==> src/sv/w2s_pkg.sv <==
// Shared types, constants and the saturation helper function of the world-to-screen projection block.
package w2s_pkg;

  localparam int ACC_W   = 64;
  localparam int COORD_W = 32;
  localparam int HALF_W  = 13;

  localparam logic signed [COORD_W-1:0] COORD_MAX = 32'sh7fff_ffff;
  localparam logic signed [COORD_W-1:0] COORD_MIN = 32'sh8000_0000;

  typedef enum logic [3:0] {
    DP_NOP,
    DP_LOAD,
    DP_CAPTURE,
    DP_MUL,
    DP_ACC,
    DP_ADDC,
    DP_DIV_INIT,
    DP_DIV_STEP,
    DP_DIV_END,
    DP_MAP_XM,
    DP_MAP_XA,
    DP_MAP_YM,
    DP_MAP_YA,
    DP_EMIT
  } dp_op_t;

  typedef struct packed {
    dp_op_t     op;
    logic [3:0] idx;
    logic [1:0] k;
  } dp_cmd_t;

  function automatic logic signed [COORD_W-1:0] sat32(input logic signed [ACC_W-1:0] v);
    logic signed [COORD_W-1:0] res;
    if (v > ACC_W'(COORD_MAX)) begin
      res = COORD_MAX;
    end else if (v < ACC_W'(COORD_MIN)) begin
      res = COORD_MIN;
    end else begin
      res = v[COORD_W-1:0];
    end
    return res;
  endfunction

endpackage

==> src/sv/w2s_ctrl.sv <==
// Controller state machine that sequences the datapath for each request.
module w2s_ctrl (
  input  logic             clk,
  input  logic             rst_n,
  input  logic             in_valid,
  input  logic             in_op,
  output logic             in_ready,
  output logic             out_valid,
  input  logic             out_ready,
  output w2s_pkg::dp_cmd_t cmd
);

  typedef enum logic [3:0] {
    ST_IDLE,
    ST_MUL,
    ST_ACC,
    ST_DIV_INIT,
    ST_DIV_STEP,
    ST_DIV_END,
    ST_MAP_XM,
    ST_MAP_XA,
    ST_MAP_YM,
    ST_MAP_YA,
    ST_DONE
  } state_t;

  state_t      state_r, state_nxt;
  logic [3:0]  idx_r, idx_nxt;
  logic [1:0]  k_r, k_nxt;
  logic [4:0]  step_r, step_nxt;
  logic        out_valid_r, out_valid_nxt;

  always_comb begin
    state_nxt     = state_r;
    idx_nxt       = idx_r;
    k_nxt         = k_r;
    step_nxt      = step_r;
    out_valid_nxt = out_valid_r && !out_ready;
    cmd.op        = w2s_pkg::DP_NOP;
    cmd.idx       = idx_r;
    cmd.k         = k_r;
    case (state_r)
      ST_IDLE: begin
        if (in_valid) begin
          if (in_op) begin
            cmd.op    = w2s_pkg::DP_CAPTURE;
            idx_nxt   = '0;
            state_nxt = ST_MUL;
          end else begin
            cmd.op = w2s_pkg::DP_LOAD;
          end
        end
      end
      ST_MUL: begin
        if (idx_r[3:2] == 2'd3) begin
          // Constant row: the coefficient is added without a product.
          cmd.op  = w2s_pkg::DP_ADDC;
          idx_nxt = idx_r + 4'd1;
          if (idx_r == 4'd15) begin
            k_nxt     = '0;
            state_nxt = ST_DIV_INIT;
          end
        end else begin
          cmd.op    = w2s_pkg::DP_MUL;
          state_nxt = ST_ACC;
        end
      end
      ST_ACC: begin
        cmd.op    = w2s_pkg::DP_ACC;
        idx_nxt   = idx_r + 4'd1;
        state_nxt = ST_MUL;
      end
      ST_DIV_INIT: begin
        cmd.op    = w2s_pkg::DP_DIV_INIT;
        step_nxt  = '0;
        state_nxt = ST_DIV_STEP;
      end
      ST_DIV_STEP: begin
        cmd.op   = w2s_pkg::DP_DIV_STEP;
        step_nxt = step_r + 5'd1;
        if (step_r == 5'd31) begin
          state_nxt = ST_DIV_END;
        end
      end
      ST_DIV_END: begin
        cmd.op = w2s_pkg::DP_DIV_END;
        k_nxt  = k_r + 2'd1;
        state_nxt = (k_r == 2'd2) ? ST_MAP_XM : ST_DIV_INIT;
      end
      ST_MAP_XM: begin
        cmd.op    = w2s_pkg::DP_MAP_XM;
        state_nxt = ST_MAP_XA;
      end
      ST_MAP_XA: begin
        cmd.op    = w2s_pkg::DP_MAP_XA;
        state_nxt = ST_MAP_YM;
      end
      ST_MAP_YM: begin
        cmd.op    = w2s_pkg::DP_MAP_YM;
        state_nxt = ST_MAP_YA;
      end
      ST_MAP_YA: begin
        cmd.op    = w2s_pkg::DP_MAP_YA;
        state_nxt = ST_DONE;
      end
      ST_DONE: begin
        if (!out_valid_r || out_ready) begin
          cmd.op        = w2s_pkg::DP_EMIT;
          out_valid_nxt = 1'b1;
          state_nxt     = ST_IDLE;
        end
      end
      default: begin
        state_nxt = ST_IDLE;
      end
    endcase
  end

  always_ff @(posedge clk) begin
    if (!rst_n) begin
      state_r     <= ST_IDLE;
      idx_r       <= '0;
      k_r         <= '0;
      step_r      <= '0;
      out_valid_r <= 1'b0;
    end else begin
      state_r     <= state_nxt;
      idx_r       <= idx_nxt;
      k_r         <= k_nxt;
      step_r      <= step_nxt;
      out_valid_r <= out_valid_nxt;
    end
  end

  assign in_ready  = (state_r == ST_IDLE);
  assign out_valid = out_valid_r;

endmodule

==> config.mk <==
export PLATFORM = sky130hd
export DESIGN_NAME = w2s_ctrl
export DESIGN_NICKNAME = d
export VERILOG_FILES = /design/src/sv/w2s_pkg.sv /design/src/sv/w2s_ctrl.sv
export SDC_FILE = /design/constraint.sdc
export NUM_CORES = 1
export LEC_CHECK = 0
export BUFFER_PORTS_ARGS = -buffer_cell sky130_fd_sc_hd__buf_2
export CAP_MARGIN = 20
export CORE_UTILIZATION = 45
export CTS_BUF_LIST = sky130_fd_sc_hd__clkbuf_8
export CTS_CLUSTER_SIZE = 16
export DETAILED_ROUTE_END_ITERATION = 6
export PLACE_DENSITY_LB_ADDON = 0.25
export SLEW_MARGIN = 20
export SYNTH_ARGS = -nofsm -noshare
export SYNTH_HDL_FRONTEND = slang
export SYNTH_SLANG_ARGS = --single-unit
==> constraint.sdc <==
create_clock -name clk -period 1.5 [get_ports clk]
set_input_delay 0.3 -clock clk [delete_from_list [all_inputs] [get_ports clk]]
set_output_delay 0.3 -clock clk [all_outputs]
set_load 0.02 [all_outputs]
==> results of run 1 <==
cell usage in the layout, fill, tap and decap left out, types with 4 or more instances in the layout:
cell,instances
buf_4,33
buf_6,17
nor2_1,11
buf_2,11
a21oi_2,8
nand2_1,8
a21oi_1,7
dfxtp_1,7
o21ai_0,6
o21ai_2,5
dfxtp_2,5
nand3b_1,4
o21ai_1,4
inv_1,4
nand3_1,4
dfxtp_4,4
cell type report:
class	count	area (µm²)
tap	28	35.0
timing repair buffer	63	534
inverter	4	15.0
fill	121	392
multi-input combinational	107	832
clock buffer	3	41.3
sequential	16	342
worst max-delay path by stage:
stage,start,end,slack [ns],cells after the start
after floorplan,step_r[0],state_r[1],-0.11,6
after global placement,step_r[0],state_r[1],-0.12,6
after detailed placement,state_r[0],state_r[3],-0.15,4
after CTS,state_r[3],cmd[7],-0.20,6
after global routing,state_r[3],cmd[8],-0.24,3
final,state_r[3],cmd[8],-0.21,3
per-layer routing:
layer / global-route usage / share of wire / up-vias
met5: 0 / 0 / -
li1: - / - / 623
met2: 0.493 / 0.51 / 68
met4: 0.157 / 0.037 / 0
met3: 0.0364 / 0.060 / 15
met1: 0.355 / 0.40 / 630
tightest hold or removal path: cells and delay by family:
family / cells / cell delay (ns)
AOI/OAI and AO/OA: 1 / 0.05
buffers and inverters: 1 / 0.13
and+or+nand+nor: 1 / 0.06
cell families (layout without fill, tap and decap cells):
logic type | Yosys count | in the layout
adder cells (fa/ha/maj) | 4 | 4
multiplexers | 1 | 1
buffers and inverters | 14 | 70
flip-flops | 16 | 16
AND/OR/NAND/NOR | 52 | 52
AO/OA/AOI/OAI | 50 | 50
cells in the mapped netlist, types with 3 or more instances:
| cell | number |
|---|---|
| a21oi_1 | 15 |
| a31oi_1 | 3 |
| inv_1 | 4 |
| nor2_1 | 13 |
| ha_1 | 4 |
| nand2_1 | 8 |
| nor3_1 | 3 |
| a211oi_1 | 3 |
| or3b_1 | 3 |
| o21ai_0 | 14 |
| dfxtp_1 | 16 |
| o31ai_1 | 4 |
| nand3_1 | 4 |
| nand3b_1 | 4 |
| clkbuf_1 | 7 |
timing repair:
item / CTS / global route
gates resized for setup: 47 / 28
setup buffers: 5 / 7
pin swaps: 12 / 10
endpoints found under the setup margin: 19 / 19
power by group:
| group | internal (mW) | leakage, nW | switching, mW |
|---|---|---|---|
| clock network | 0.178 | 0.0216 | 0.149 |
| logic | 0.297 | 0.581 | 0.261 |
| registers | 0.440 | 0.135 | 0.0262 |
through the flow:
stage,utilization,setup TNS (ns)
after floorplan,-,-0.393
after global placement,0.641,-1.16
after detailed placement,0.641,-1.70
after CTS,0.754,-1.20
after global routing,0.821,-2.47
final,0.821,-1.63
flip-flops by register name, summed over array words and instances, names as in the netlist:
name / cells
step_r: 5
out_valid: 1
idx_r: 4
state_r: 4
k_r: 2
==> flow_results.xml, run 1 <==
<?xml version="1.0" encoding="UTF-8"?>
<metrics>
  <group name="timing">
    <metric name="timing.max_slew.rel_slack" unit="">0.735</metric>
    <metric name="fin_hold_ws" unit="ns">0.323</metric>
    <metric name="final_min_period_over_clock_period" unit="">1.14</metric>
    <metric name="final_max_slew_viol_count" unit="">0</metric>
    <metric name="achievable-frequency" unit="MHz">585</metric>
    <metric name="timing.final.setup_violations" unit="">15</metric>
    <metric name="fin_ws" unit="ns">-0.210</metric>
    <metric name="rsz0062_at_grt" unit="">true</metric>
    <metric name="tightestPinTransition" unit="ns">0.398</metric>
    <metric name="fin_skew" unit="ns">0.00355</metric>
    <metric name="report.final.hold_viol_count" unit="">0</metric>
    <metric name="shortest_period_the_worst_path_allows" unit="ns">1.71</metric>
  </group>
  <group name="power">
    <metric name="power.leakage" unit="nW">0.738</metric>
    <metric name="post-layout-total-power" unit="mW">1.35</metric>
    <metric name="pwrdens" unit="nW/µm²">751</metric>
    <metric name="peakVddDrop" unit="µV">738</metric>
  </group>
  <group name="logic_synthesis">
    <metric name="syn-instance-count" unit="">137</metric>
    <metric name="post_synth_simple_gate_area" unit="">0.285</metric>
    <metric name="ys_types" unit="">37</metric>
    <metric name="synth_xor_area_frac" unit="">0</metric>
    <metric name="seq_area_frac_synth" unit="">0.307</metric>
    <metric name="synth-async-reset-ratio" unit="">0</metric>
    <metric name="post_synth_edffs" unit="">0</metric>
    <metric name="synth_area_leaders" unit="">dfxtp_1 (31%), a21oi_1 (7.2%), o21ai_0 (6.7%)</metric>
    <metric name="yosysWarnings" unit="">0</metric>
    <metric name="compound_gate_portion_of_the_synthesized_area" unit="">0.285</metric>
    <metric name="synth_seq_cells" unit="">16</metric>
    <metric name="synth_fa_ha_area_frac" unit="">0.0479</metric>
    <metric name="synthesis.nets" unit="">146</metric>
    <metric name="synth_top_family_by_area" unit="">compound AO/OA/AOI/OAI gates</metric>
    <metric name="post_synth.cell_area_avg" unit="µm²">7.63</metric>
    <metric name="largest_area_contributor_in_the_netlist" unit="">dfxtp_1</metric>
    <metric name="post_synth_instance_area" unit="µm²">1040</metric>
    <metric name="synth_ff_type" unit="">dfxtp_1</metric>
    <metric name="yosys-mux-area-fraction" unit="">0.00958</metric>
    <metric name="yosysTopAreaCellShare" unit="">0.307</metric>
  </group>
  <group name="route">
    <metric name="residual_antenna_violating_net_count_after_detailed_routing" unit="">0</metric>
    <metric name="remaining_drc_errors" unit="">0</metric>
    <metric name="detail_route.wirelength" unit="µm">3730</metric>
    <metric name="vias" unit="">1336</metric>
    <metric name="detail_route.first_pass.iterations" unit="">4</metric>
    <metric name="drt_iter0_markers" unit="">59</metric>
    <metric name="detailed_route_wire_length_per_cell" unit="µm">16.9</metric>
    <metric name="vias_per_cell" unit="">6.05</metric>
  </group>
  <group name="grt">
    <metric name="grt_overflow_total" unit="">0</metric>
    <metric name="grt_antenna_before_repair" unit="">0</metric>
    <metric name="grt_max_degree" unit="">13</metric>
    <metric name="grt_use_total" unit="">0.291</metric>
    <metric name="wire_length_of_the_first_global_routing_pass" unit="µm">5490</metric>
    <metric name="vias_in_the_first_global_route" unit="">1236</metric>
  </group>
  <group name="worst_setup_path">
    <metric name="worst_setup_path_start_kind" unit="">register</metric>
    <metric name="cp_data_required_time" unit="ns">1.20</metric>
    <metric name="endpoint_kind" unit="">primary output</metric>
    <metric name="cp_top_family" unit="">simple AND/OR/NAND/NOR gates</metric>
    <metric name="max_stage_delay" unit="ns">0.57</metric>
    <metric name="critical_path_buffers_and_inverters" unit="">1</metric>
    <metric name="worst_case_register_to_register_setup_slack" unit="ns">-0.15</metric>
    <metric name="timing_worst_setup_path_type" unit="">register to primary output</metric>
    <metric name="crit_path_top_delay_cell" unit="">or4b_4</metric>
    <metric name="timing.critical_path.cells" unit="">or4b_4, o21ai_2, buf_6</metric>
    <metric name="worstReg2RegStart" unit="">state_r[1]</metric>
    <metric name="timing.critical_path.arrival" unit="ns">1.41</metric>
    <metric name="regToRegEndpoint" unit="">state_r[0]</metric>
    <metric name="r2r.worst_path.cells" unit="">6</metric>
    <metric name="critical_path_peak_fanout" unit="">4</metric>
  </group>
  <group name="min_path">
    <metric name="worst_hold_path_type" unit="">input pin to register</metric>
    <metric name="min_delay_worst_endpoint" unit="">state_r[1]</metric>
    <metric name="hold_path.startpoint" unit="">rst_n</metric>
    <metric name="min_path_cells" unit="">3</metric>
  </group>
  <group name="clock_tree">
    <metric name="cts-htree-levels" unit="">1</metric>
    <metric name="root_buffer" unit="">clkbuf_8</metric>
    <metric name="num_cts_buffers" unit="">3</metric>
    <metric name="clk_path_buf_depth" unit="">2</metric>
    <metric name="tritoncts_clock_tree" unit="">done</metric>
    <metric name="cts_hold_repair.buffers" unit="">0</metric>
    <metric name="clk-insertion-delay-late" unit="ns">0.25</metric>
    <metric name="cts.clk_slew.worst_paths" unit="ns">0.06</metric>
    <metric name="cts_num_sinks" unit="">16</metric>
  </group>
  <group name="finish">
    <metric name="layout.nets" unit="">204</metric>
    <metric name="post_layout_nonfiller_instances" unit="">221</metric>
    <metric name="area_growth_syn_to_layout" unit="%">72.2</metric>
    <metric name="antenna_cells" unit="">0</metric>
    <metric name="final_area" unit="µm²">1800</metric>
    <metric name="final_layout_size_suffix_gt1_frac" unit="">0.575</metric>
  </group>
  <group name="floorplan">
    <metric name="die_w" unit="µm">50.2</metric>
    <metric name="area_of_the_die" unit="µm²">2520</metric>
    <metric name="die-height" unit="µm">50.2</metric>
    <metric name="io-pin-count" unit="">17</metric>
    <metric name="core-area" unit="µm²">2190</metric>
    <metric name="cell_rows" unit="">17</metric>
    <metric name="start_util" unit="">0.477</metric>
  </group>
  <group name="run_status">
    <metric name="status" unit="">complete, but fails checks</metric>
    <metric name="failed_checks" unit="">negative setup slack</metric>
  </group>
  <group name="place">
    <metric name="preCtsSetupSlack" unit="ns">-0.150</metric>
    <metric name="place_congestion" unit="">0.782</metric>
    <metric name="detailed_place_hpwl" unit="µm">2030</metric>
    <metric name="placed_cells" unit="">207</metric>
    <metric name="post_dp_cell_area" unit="µm²">1400</metric>
    <metric name="io_buffers" unit="">16</metric>
  </group>
  <group name="job">
    <metric name="max_cap_violations" unit="">0</metric>
  </group>
</metrics>
Note: power is estimated with default switching activity, not from simulation.
==> run 2: changes to the inputs <==
--- a/config.mk
+++ b/config.mk
@@ -6,7 +6,6 @@
 export NUM_CORES = 1
 export LEC_CHECK = 0
 export BUFFER_PORTS_ARGS = -buffer_cell sky130_fd_sc_hd__buf_2
-export CAP_MARGIN = 20
 export CORE_UTILIZATION = 45
 export CTS_BUF_LIST = sky130_fd_sc_hd__clkbuf_8
 export CTS_CLUSTER_SIZE = 16
==> constraint.sdc (replaced) <==
create_clock -name clk -period 1.8 [get_ports clk]
set_input_delay 0.36 -clock clk [delete_from_list [all_inputs] [get_ports clk]]
set_output_delay 0.36 -clock clk [all_outputs]
set_load 0.02 [all_outputs]
==> flow_results.xml, run 2 (synthesized netlist as in run 1, its figures left out) <==
<?xml version="1.0" encoding="UTF-8"?>
<metrics>
  <group name="floorplan">
    <metric name="die-height" unit="µm">50.2</metric>
    <metric name="cell_rows" unit="">17</metric>
    <metric name="io-pin-count" unit="">17</metric>
    <metric name="area_of_the_die" unit="µm²">2520</metric>
    <metric name="core-area" unit="µm²">2190</metric>
    <metric name="start_util" unit="">0.477</metric>
    <metric name="die_w" unit="µm">50.2</metric>
  </group>
  <group name="finish">
    <metric name="largest_register_ffs" unit="">5</metric>
    <metric name="layout.nets" unit="">178</metric>
    <metric name="reg_top3" unit="">step_r x5, idx_r x4, state_r x4</metric>
    <metric name="area_growth_syn_to_layout" unit="%">32.2</metric>
    <metric name="nFillCells" unit="">195</metric>
    <metric name="most-common-layout-cells" unit="">buf_4 (22), a21oi_1 (14), buf_2 (14)</metric>
    <metric name="final_layout_size_suffix_gt1_frac" unit="">0.345</metric>
    <metric name="final_common_cell" unit="">buf_4</metric>
    <metric name="antenna_cells" unit="">0</metric>
    <metric name="registers.top_by_ff_count" unit="">step_r</metric>
  </group>
  <group name="route">
    <metric name="vias" unit="">1133</metric>
    <metric name="vias_per_cell" unit="">5.78</metric>
    <metric name="residual_antenna_violating_net_count_after_detailed_routing" unit="">0</metric>
    <metric name="detailed_route_wire_length_per_cell" unit="µm">13.7</metric>
    <metric name="drt_iter0_markers" unit="">22</metric>
    <metric name="detail_route.first_pass.iterations" unit="">4</metric>
    <metric name="detail_route.wirelength" unit="µm">2690</metric>
    <metric name="remaining_drc_errors" unit="">0</metric>
  </group>
  <group name="clock_tree">
    <metric name="num_cts_buffers" unit="">3</metric>
    <metric name="clk_path_buf_depth" unit="">2</metric>
    <metric name="clk-insertion-delay-late" unit="ns">0.25</metric>
    <metric name="cts-htree-levels" unit="">1</metric>
    <metric name="root_buffer" unit="">clkbuf_8</metric>
    <metric name="cts.clk_slew.worst_paths" unit="ns">0.07</metric>
    <metric name="tritoncts_clock_tree" unit="">done</metric>
    <metric name="cts_num_sinks" unit="">16</metric>
  </group>
  <group name="worst_setup_path">
    <metric name="regToRegEndpoint" unit="">state_r[1]</metric>
    <metric name="worstReg2RegStart" unit="">step_r[1]</metric>
    <metric name="worst_setup_path_start_kind" unit="">register</metric>
    <metric name="endpoint_kind" unit="">primary output</metric>
    <metric name="worst_case_register_to_register_setup_slack" unit="ns">0.09</metric>
    <metric name="r2r.worst_path.cells" unit="">6</metric>
    <metric name="cp_data_required_time" unit="ns">1.44</metric>
    <metric name="timing.critical_path.arrival" unit="ns">1.42</metric>
    <metric name="timing_worst_setup_path_type" unit="">register to primary output</metric>
    <metric name="critical_path_peak_fanout" unit="">10</metric>
  </group>
  <group name="grt">
    <metric name="wire_length_of_the_first_global_routing_pass" unit="µm">4460</metric>
    <metric name="grt_overflow_total" unit="">0</metric>
    <metric name="grt_max_degree" unit="">16</metric>
    <metric name="grt_use_total" unit="">0.229</metric>
    <metric name="grt_antenna_before_repair" unit="">0</metric>
    <metric name="vias_in_the_first_global_route" unit="">993</metric>
  </group>
  <group name="timing">
    <metric name="tightestPinTransition" unit="ns">0.362</metric>
    <metric name="shortest_period_the_worst_path_allows" unit="ns">1.78</metric>
    <metric name="timing.max_slew.rel_slack" unit="">0.758</metric>
    <metric name="fin_hold_ws" unit="ns">0.381</metric>
    <metric name="fin_skew" unit="ns">0.00113</metric>
    <metric name="rsz0062_at_grt" unit="">true</metric>
    <metric name="final_min_period_over_clock_period" unit="">0.987</metric>
    <metric name="timing.final.setup_violations" unit="">0</metric>
    <metric name="report.final.hold_viol_count" unit="">0</metric>
    <metric name="final_max_slew_viol_count" unit="">0</metric>
    <metric name="aggregate_negative_setup_slack" unit="ns">0</metric>
    <metric name="achievable-frequency" unit="MHz">563</metric>
  </group>
  <group name="power">
    <metric name="intPower" unit="mW">0.695</metric>
    <metric name="netSwitchingPower" unit="mW">0.305</metric>
    <metric name="post-layout-total-power" unit="mW">1.00</metric>
    <metric name="power.share.combinational" unit="">0.289</metric>
    <metric name="power.leakage" unit="nW">0.555</metric>
    <metric name="sequentialPowerShare" unit="">0.389</metric>
    <metric name="power.share.switching" unit="">0.305</metric>
    <metric name="fraction_of_power_consumed_by_the_clock_network" unit="">0.322</metric>
    <metric name="pwrdens" unit="nW/µm²">724</metric>
    <metric name="peakVddDrop" unit="µV">533</metric>
  </group>
  <group name="place">
    <metric name="detailed_place_hpwl" unit="µm">1820</metric>
    <metric name="place_congestion" unit="">0.801</metric>
    <metric name="io_buffers" unit="">16</metric>
  </group>
  <group name="min_path">
    <metric name="worst_hold_path_type" unit="">input pin to register</metric>
    <metric name="hold_path.startpoint" unit="">rst_n</metric>
    <metric name="min_delay_worst_endpoint" unit="">state_r[1]</metric>
    <metric name="min_path_cells" unit="">3</metric>
  </group>
  <group name="run_status">
    <metric name="status" unit="">complete, no violations</metric>
  </group>
  <group name="job">
    <metric name="max_cap_violations" unit="">0</metric>
  </group>
</metrics>
run 2: cell types whose count changed in the layout (fill, tap and decap cells not counted), sizes merged:
cell,delta
buf,-26
clkbuf,+1
run 2: per-stage QoR:
stage	instance area, µm²	setup WS [ns]	std cells	utilization
2_1_floorplan	1040	0.00197	137	-
3_3_place_gp	1220	0.112	186	0.556
3_5_place_dp	1220	0.0636	186	0.556
4_1_cts	1300	0.00143	190	0.593
5_1_grt	1380	-0.0188	196	0.630
6_report	1380	0.0237	196	0.630
run 2: area by class of cell:
type | instances | area [µm²] | area share
inverters | 4 | 15.0 | 0.0109
multi-input cells | 107 | 692 | 0.501
flip-flops and latches | 16 | 338 | 0.245
clock buffers | 4 | 55.1 | 0.0399
well taps | 28 | 35.0 | 0.0254
repair buffers | 37 | 246 | 0.178
run 2: power groups by stage:
stage | Combinational (mW) | Clock [mW] | Sequential, mW
2_1_floorplan | 0.167 | 0 | 0.392
4_1_cts | 0.246 | 0.332 | 0.394
3_3_place_gp | 0.235 | 0 | 0.400
3_5_place_dp | 0.241 | 0 | 0.401
6_report | 0.289 | 0.322 | 0.389
5_1_grt | 0.319 | 0.340 | 0.390
run 2: worst max path at each step:
stage,slack (ns),endpoint,start,cells after the start
after floorplan,0.002,cmd[7],state_r[2],6
after global routing,-0.02,cmd[8],state_r[1],3
after global placement,0.11,state_r[0],step_r[0],6
final,0.02,cmd[8],state_r[1],3
after CTS,0.001,cmd[8],state_r[0],3
after detailed placement,0.06,state_r[1],step_r[0],6
run 2: per-layer routing:
| metal | wire length [µm] | GRT usage | up-vias |
|---|---|---|---|
| met4 | 42 | 0.100 | 0 |
| met5 | 0 | 0 | - |
| met1 | 1210 | 0.307 | 519 |
| met3 | 128 | 0.0212 | 6 |
| li1 | - | - | 571 |
| met2 | 1310 | 0.369 | 37 |
run 2: critical path, cell delays in order, from the launching register on:
cell     delay (ns)
dfxtp_4        0.39
or4b_4         0.57
o21ai_2        0.08
buf_6          0.13
run 2: what timing repair did:
item | in CTS | in global routing
gates resized for setup | 11 | 15
pin swaps | 1 | 2
endpoints found under the setup margin | 4 | 5
hold buffers | 0 | 0
buffers inserted | 0 | 6
